`src/design/lpgb_pkg.sv`:
```
// ----------------------------------------------------------------------------
// lpgb_pkg: shared definitions for the lidar polar grid binner
// Defaults, register map, result codes and the CORDIC arctangent table.
// ----------------------------------------------------------------------------
package lpgb_pkg;

  localparam int COORD_BITS_DEF = 18;
  localparam int ANGLE_BITS_DEF = 16;
  localparam int CORDIC_STEPS   = 28;
  localparam int RING_BITS      = 6;
  localparam int SECTOR_BITS    = 6;
  localparam int KIND_BITS      = 2;
  localparam int ADDR_BITS      = 4;
  // radial path latency beyond the square root stages:
  // square, sum, divider setup, one stage per quotient bit
  localparam int RAD_EXTRA      = 3 + RING_BITS;

  localparam logic [KIND_BITS-1:0] KIND_EGO = 2'd0;
  localparam logic [KIND_BITS-1:0] KIND_BIN = 2'd1;
  localparam logic [KIND_BITS-1:0] KIND_FAR = 2'd2;

  localparam logic [1:0] REG_SECTOR_COUNT  = 2'd0;
  localparam logic [1:0] REG_RING_COUNT    = 2'd1;
  localparam logic [1:0] REG_RING_WIDTH    = 2'd2;
  localparam logic [1:0] REG_EGO_RADIUS_SQ = 2'd3;

  localparam logic [6:0]  SECTOR_COUNT_RST  = 7'd15;
  localparam logic [6:0]  RING_COUNT_RST    = 7'd20;
  localparam logic [15:0] RING_WIDTH_RST    = 16'd1792;
  localparam logic [31:0] EGO_RADIUS_SQ_RST = 32'd589824;

  localparam logic [31:0] TURN_QUARTER  = 32'h4000_0000;
  localparam logic [31:0] TURN_HALF     = 32'h8000_0000;
  localparam logic [31:0] TURN_3QUARTER = 32'hC000_0000;

  // atan(2^-i) in units of 2^-32 turn
  localparam logic [31:0] ATAN_TURNS [CORDIC_STEPS] = '{
    32'd536870912, 32'd316933406, 32'd167458907, 32'd85004756, 32'd42667331,
    32'd21354465, 32'd10679838, 32'd5340245, 32'd2670163, 32'd1335087,
    32'd667544, 32'd333772, 32'd166886, 32'd83443, 32'd41721, 32'd20860,
    32'd10430, 32'd5215, 32'd2607, 32'd1303, 32'd651, 32'd325, 32'd162,
    32'd81, 32'd40, 32'd20, 32'd10, 32'd5
  };

  typedef struct packed {
    logic                 ego;
    logic                 ovf;
    logic [RING_BITS-1:0] ring;
  } rad_info_t;

endpackage

```
`src/design/lpgb_radial.sv`:
```
// ----------------------------------------------------------------------------
// lpgb_radial: range path
// Squares, ego test, pipelined square root (one bit a stage) and a
// pipelined divide by the ring width (one quotient bit a stage).
// ----------------------------------------------------------------------------
module lpgb_radial #(
  parameter int COORD_BITS = lpgb_pkg::COORD_BITS_DEF
) (
  input  logic                         clk,
  input  logic                         rst,
  input  logic                         in_valid,
  input  logic signed [COORD_BITS-1:0] pos_x,
  input  logic signed [COORD_BITS-1:0] pos_y,
  input  logic signed [COORD_BITS-1:0] pos_z,
  input  logic [31:0]                  ego_radius_sq,
  input  logic [15:0]                  ring_width,
  output logic                         out_valid,
  output lpgb_pkg::rad_info_t          out_info
);
  import lpgb_pkg::*;

  localparam int SQ_W  = 2 * COORD_BITS;
  localparam int CMP_W = (SQ_W > 32) ? SQ_W : 32;
  localparam int REM_W = SQ_W + 1;
  localparam int DV_W  = ((COORD_BITS > 16 + RING_BITS) ? COORD_BITS : 16 + RING_BITS) + 1;

  // abs and squares
  logic [COORD_BITS-1:0] abs_x, abs_y, abs_z;
  logic [SQ_W-1:0]       sq_x, sq_y, sq_z, r3_sum;
  logic                  a_valid;

  assign abs_x = pos_x[COORD_BITS-1] ? $unsigned(-pos_x) : $unsigned(pos_x);
  assign abs_y = pos_y[COORD_BITS-1] ? $unsigned(-pos_y) : $unsigned(pos_y);
  assign abs_z = pos_z[COORD_BITS-1] ? $unsigned(-pos_z) : $unsigned(pos_z);
  assign r3_sum = sq_x + sq_y + sq_z;

  always_ff @(posedge clk) begin
    sq_x <= SQ_W'(abs_x) * SQ_W'(abs_x);
    sq_y <= SQ_W'(abs_y) * SQ_W'(abs_y);
    sq_z <= SQ_W'(abs_z) * SQ_W'(abs_z);
  end

  // square root pipeline, stage 0 holds r2
  logic [SQ_W-1:0]       sr_rem  [COORD_BITS+1];
  logic [COORD_BITS-1:0] sr_root [COORD_BITS+1];
  logic                  sr_ego  [COORD_BITS+1];
  logic                  sr_v    [COORD_BITS+1];
  logic [REM_W-1:0]      sr_trial [COORD_BITS];
  logic                  sr_fit   [COORD_BITS];

  always_comb begin
    for (int s = 0; s < COORD_BITS; s++) begin
      sr_trial[s] = (REM_W'(sr_root[s]) << (COORD_BITS - s))
                  + (REM_W'(1) << (2 * (COORD_BITS - 1 - s)));
      sr_fit[s]   = REM_W'(sr_rem[s]) >= sr_trial[s];
    end
  end

  always_ff @(posedge clk) begin
    sr_rem[0]  <= sq_x + sq_y;
    sr_root[0] <= '0;
    sr_ego[0]  <= CMP_W'(r3_sum) < CMP_W'(ego_radius_sq);
    for (int s = 0; s < COORD_BITS; s++) begin
      sr_rem[s+1]  <= sr_fit[s] ? SQ_W'(REM_W'(sr_rem[s]) - sr_trial[s]) : sr_rem[s];
      sr_root[s+1] <= sr_root[s]
                    | (sr_fit[s] ? (COORD_BITS'(1) << (COORD_BITS - 1 - s)) : '0);
      sr_ego[s+1]  <= sr_ego[s];
    end
  end

  // divide by ring width, stage 0 flags quotients of 64 or more
  logic [15:0]          wd;
  logic [DV_W-1:0]      dv_rem [RING_BITS+1];
  logic [RING_BITS-1:0] dv_q   [RING_BITS+1];
  logic                 dv_ovf [RING_BITS+1];
  logic                 dv_ego [RING_BITS+1];
  logic                 dv_v   [RING_BITS+1];
  logic [DV_W-1:0]      dv_d   [RING_BITS];

  assign wd = (ring_width == 16'd0) ? 16'd1 : ring_width;

  always_comb begin
    for (int j = 0; j < RING_BITS; j++) dv_d[j] = DV_W'(wd) << (RING_BITS - 1 - j);
  end

  always_ff @(posedge clk) begin
    dv_rem[0] <= DV_W'(sr_root[COORD_BITS]);
    dv_q[0]   <= '0;
    dv_ovf[0] <= DV_W'(sr_root[COORD_BITS]) >= (DV_W'(wd) << RING_BITS);
    dv_ego[0] <= sr_ego[COORD_BITS];
    for (int j = 0; j < RING_BITS; j++) begin
      dv_rem[j+1] <= (dv_rem[j] >= dv_d[j]) ? dv_rem[j] - dv_d[j] : dv_rem[j];
      dv_q[j+1]   <= dv_q[j] | ((dv_rem[j] >= dv_d[j]) ?
                     (RING_BITS'(1) << (RING_BITS - 1 - j)) : '0);
      dv_ovf[j+1] <= dv_ovf[j];
      dv_ego[j+1] <= dv_ego[j];
    end
  end

  always_ff @(posedge clk) begin
    if (rst) begin
      a_valid <= 1'b0;
      for (int s = 0; s <= COORD_BITS; s++) sr_v[s] <= 1'b0;
      for (int j = 0; j <= RING_BITS; j++) dv_v[j] <= 1'b0;
    end else begin
      a_valid <= in_valid;
      sr_v[0] <= a_valid;
      for (int s = 0; s < COORD_BITS; s++) sr_v[s+1] <= sr_v[s];
      dv_v[0] <= sr_v[COORD_BITS];
      for (int j = 0; j < RING_BITS; j++) dv_v[j+1] <= dv_v[j];
    end
  end

  assign out_valid     = dv_v[RING_BITS];
  assign out_info.ego  = dv_ego[RING_BITS];
  assign out_info.ovf  = dv_ovf[RING_BITS];
  assign out_info.ring = dv_q[RING_BITS];

endmodule

```
`config.mk`:
```
export PLATFORM = sky130hd
export DESIGN_NAME = lpgb_radial
export DESIGN_NICKNAME = d
export VERILOG_FILES = /design/src/design/lpgb_pkg.sv /design/src/design/lpgb_radial.sv
export SDC_FILE = /design/constraint.sdc
export NUM_CORES = 2
export LEC_CHECK = 0
export ABC_CLOCK_PERIOD_IN_PS = 12100
export BUFFER_PORTS_ARGS = -buffer_cell sky130_fd_sc_hd__buf_4
export CAP_MARGIN = 20
export CORE_ASPECT_RATIO = 0.9
export CORE_MARGIN = 2
export CORE_UTILIZATION = 30
export DETAILED_ROUTE_END_ITERATION = 10
export PLACE_DENSITY = 0.55
export SLEW_MARGIN = 15
export SYNTH_ARGS = -nofsm -noshare
export SYNTH_HDL_FRONTEND = slang
export SYNTH_SLANG_ARGS = --single-unit
```
`constraint.sdc`:
```
create_clock -name clk -period 12.1 [get_ports clk]
set_input_delay 2.42 -clock clk [delete_from_list [all_inputs] [get_ports clk]]
set_output_delay 2.42 -clock clk [all_outputs]
set_load 0.02 [all_outputs]
```
==> impl_metrics.csv <==
group,metric,value,unit
timing,finalSetupViolations,0,
clock_network,tritoncts,"built",
layout,num-fill-cells,24600,
critical_path,critPathCaptureType,"flip-flop",
critical_path,crit_path_max_fanout,11,
critical_path,critPathRequiredTime,12.70,ns
outcome,status,"completed",
global_routing,antenna_found_initial,4,
logic_synthesis,synth-seq-cells,1138,
placement,dp_hpwl,141,mm
critical_path,ff2ff_setup_slack,5.33,ns
logic_synthesis,syn_area,0.0730,sq mm
clock_network,numCtsBuffers,111,
floorplanning,num_rows,171,
timing,slew_violations,0,
floorplanning,io_pins,114,
logic_synthesis,synth_xor_xnor_area_share,0.0629,
clock_network,cts.clk_slew.worst_paths,0.06,ns
timing,rsz0062_at_grt,"false",
route,drt_iter0_drc,2964,
timing,fin_ws,1.84,ns
logic_synthesis,async_flop_share,0,
global_routing,first_global_vias,54200,
route,dr_total_vias,51900,
hold_path,hp-class,"flip-flop to flip-flop",
clock_network,cts_max_level,3,
logic_synthesis,yosysWarningCount,0,
critical_path,crit_type,"input port to flip-flop",
logic_synthesis,synthCells,7727,
logic_synthesis,synth_compound_area_frac,0.111,
route,firstDrtPassIters,6,
placement,dp_slack,1.20,ns
logic_synthesis,ys_types,96,
layout,final_cell_area,0.0818,sq mm
logic_synthesis,synth_edf_count,0,
clock_network,clkLatencyLatePin,0.74,ns
layout,final_cells,11200,
logic_synthesis,synthFlopType,"dfxtp_1",
logic_synthesis,avgSynthCellArea,9.45,sq um
floorplanning,die-area,0.247,sq mm
timing,relSlewSlack,0.218,
floorplanning,core_area,0.242,sq mm
layout,layout-drive-gt1-share,0.0585,
timing,tightest_slew,1.16,ns
clock_network,cts_hold_buf,0,
timing,tns,0,ns
clock_network,clkSinkCount,1138,
logic_synthesis,synth_mux_area_frac,0.00884,
clock_network,cts-resized-gates,0,
logic_synthesis,yosys.area_share.simple,0.127,
floorplanning,die_h,472,microns
logic_synthesis,yosysSeqAreaShare,0.312,
placement,dp.cells,11000,
route,drtAntennaViolNets,0,
timing,finalClockSkew,0.0473,ns
placement,place.gp.congestion,0.903,
placement,io_buffer_count,113,
layout,synthToLayoutAreaGrowth,12.1,%
clock_network,post_cts_buffers,0,
logic_synthesis,synth_top_family_by_area,"adder cells",
global_routing,track_usage,0.141,
logic_synthesis,synthAdderAreaFrac,0.304,
global_routing,grt_pass1_wl,284,mm
timing,fmax,0.0975,GHz
route,viasPerCell,4.64,
global_routing,grt_max_degree,34,
route,drt_wl_total,173,mm
clock_network,ctsLongestPathBuffers,3,
job,drv_cap,0,
layout,final_nets,9386,
floorplanning,dieWidth,524,microns
route,wl_per_cell,15.4,microns
floorplanning,start_util,0.302,
placement,place_area,0.0779,sq mm
timing,final.period_utilization,0.848,
critical_path,cp-start-kind,"input port",
timing,hold_viol,0,
timing,min_period,10.26,ns
clock_network,cts_root_buffer,"clkbuf_16",
critical_path,worst_ep_arrival_time,10.86,ns
global_routing,gr-total-overflow,0,
route,drc_errors,0,
## metal layers
layer / routed length, microns / GRT usage / vias to the layer above
met5: 11 / 0 / -
li1: - / - / 25700
met3: 7540 / 0.0198 / 263
met4: 4230 / 0.0374 / 2
met1: 80000 / 0.187 / 24900
met2: 81100 / 0.239 / 1097
## area by class of cell
class | instances | area [sq um] | share of cell area
tap | 3200 | 4000 | 0.0489
antenna | 1 | 2.50 | 0.0000306
clock inverter | 60 | 786 | 0.00960
timing repair buffer | 168 | 1260 | 0.0154
inverter | 1306 | 4900 | 0.0599
multi-input combinational | 5179 | 44900 | 0.549
clock buffer | 145 | 3140 | 0.0383
sequential | 1138 | 22800 | 0.278
## stage by stage
stage          hold slack [ns]  utilization
3_5_place_dp             0.312        0.322
2_1_floorplan            0.310            -
6_report                 0.292        0.339
3_3_place_gp             0.310        0.322
4_1_cts                  0.295        0.339
5_1_grt                  0.330        0.339
## cell usage after synthesis (10+ instances only)
library cell,number,share of area
mux2_2,44,0.0068
nor4b_1,23,0.0028
and4_1,10,0.0012
nor3_1,124,0.0085
nand4b_1,20,0.0024
clkinv_1,15,0.00077
clkbuf_1,126,0.0065
o21ai_0,286,0.020
or3_1,30,0.0026
or4_1,26,0.0027
o41ai_1,12,0.0014
nand3b_1,15,0.0015
a211o_1,14,0.0017
nor2_1,528,0.027
nand2_1,558,0.029
o21bai_1,21,0.0022
a21oi_1,387,0.027
xor2_1,210,0.025
fa_1,661,0.18
o31a_1,15,0.0018
or2_2,20,0.0017
nand4_1,66,0.0057
and3_1,40,0.0034
o211ai_1,18,0.0019
inv_1,1288,0.066
nand2b_1,66,0.0057
nor2b_1,98,0.0084
nor4_1,110,0.0094
mux2i_1,15,0.0021
and2_1,36,0.0031
nand3_1,89,0.0061
xnor2_1,312,0.037
o2111ai_1,12,0.0014
o31ai_1,50,0.0051
a21o_1,167,0.017
a211oi_1,33,0.0034
a31oi_1,25,0.0021
o21a_1,101,0.010
ha_1,716,0.12
a2111oi_0,18,0.0022
dfxtp_1,1138,0.31
a21boi_0,38,0.0039
nor3b_1,13,0.0013
## cell families (layout without fill, tap and decap cells)
logic type      count (synthesis)  after routing
flops                        1138           1138
simple gates                 1905           1905
buf+inv                      1444           1679
other cells                     2             37
xor+xnor                      523            523
compound gates               1279           1279
mux                            59             59
fa+ha+maj                    1377           1377
## sequential cells by signal (all words and copies together), names as in the netlist
| register | cells |
|---|---|
| dv_rem | 133 |
| dv_q | 21 |
| sr_v | 19 |
| sq_z | 35 |
| sr_rem | 648 |
| sr_ego | 19 |
| dv_ego | 7 |
| sr_root | 171 |
| sq_x | 35 |
| dv_v | 7 |
| sq_y | 35 |
| dv_ovf | 7 |
| a_valid | 1 |
## critical path: stages
cell,delay [ns]
buf_4,0.13
or4_4,0.56
or4b_4,0.51
or3_4,0.36
o21a_1,0.19
xnor2_1,0.59
inv_1,0.46
nand2_1,0.27
fa_1,0.47
fa_1,0.52
fa_1,0.51
inv_1,0.05
fa_1,0.49
fa_1,0.49
inv_1,0.04
fa_1,0.48
inv_1,0.04
ha_1,0.35
nand3_1,0.12
nand2_1,0.06
a21oi_1,0.15
o21ai_0,0.13
a21oi_1,0.16
o21ai_0,0.23
o41a_1,0.44
a21o_1,0.19
a211o_1,0.30
xor2_1,0.15
## cells in the final DEF (no fill, tap or decap), drive strengths merged, types with 145 or more instances in the layout
cell type	synthesis	final
clkbuf	126	145
buf	12	168
o21ai	294	294
a21oi	387	387
inv	1291	1297
fa	661	661
nand2	560	560
xnor2	313	313
dfxtp	1138	1138
a21o	168	168
xor2	210	210
ha	716	716
nor2	528	528
## worst paths after layout
check,from,endpoint,depth (start not counted)
worst min-delay path,sr_ego[14],sr_ego[15],0
worst max-delay path,pos_y[4],sq_y[32],28
worst min register to register,sr_ego[14],sr_ego[15],0
worst max register to register,sq_y[2],sr_ego[0],28
Power is left out: the tool's default activity adds up to more than one toggle a clock period on the data nets, which glitch-free logic cannot reach.
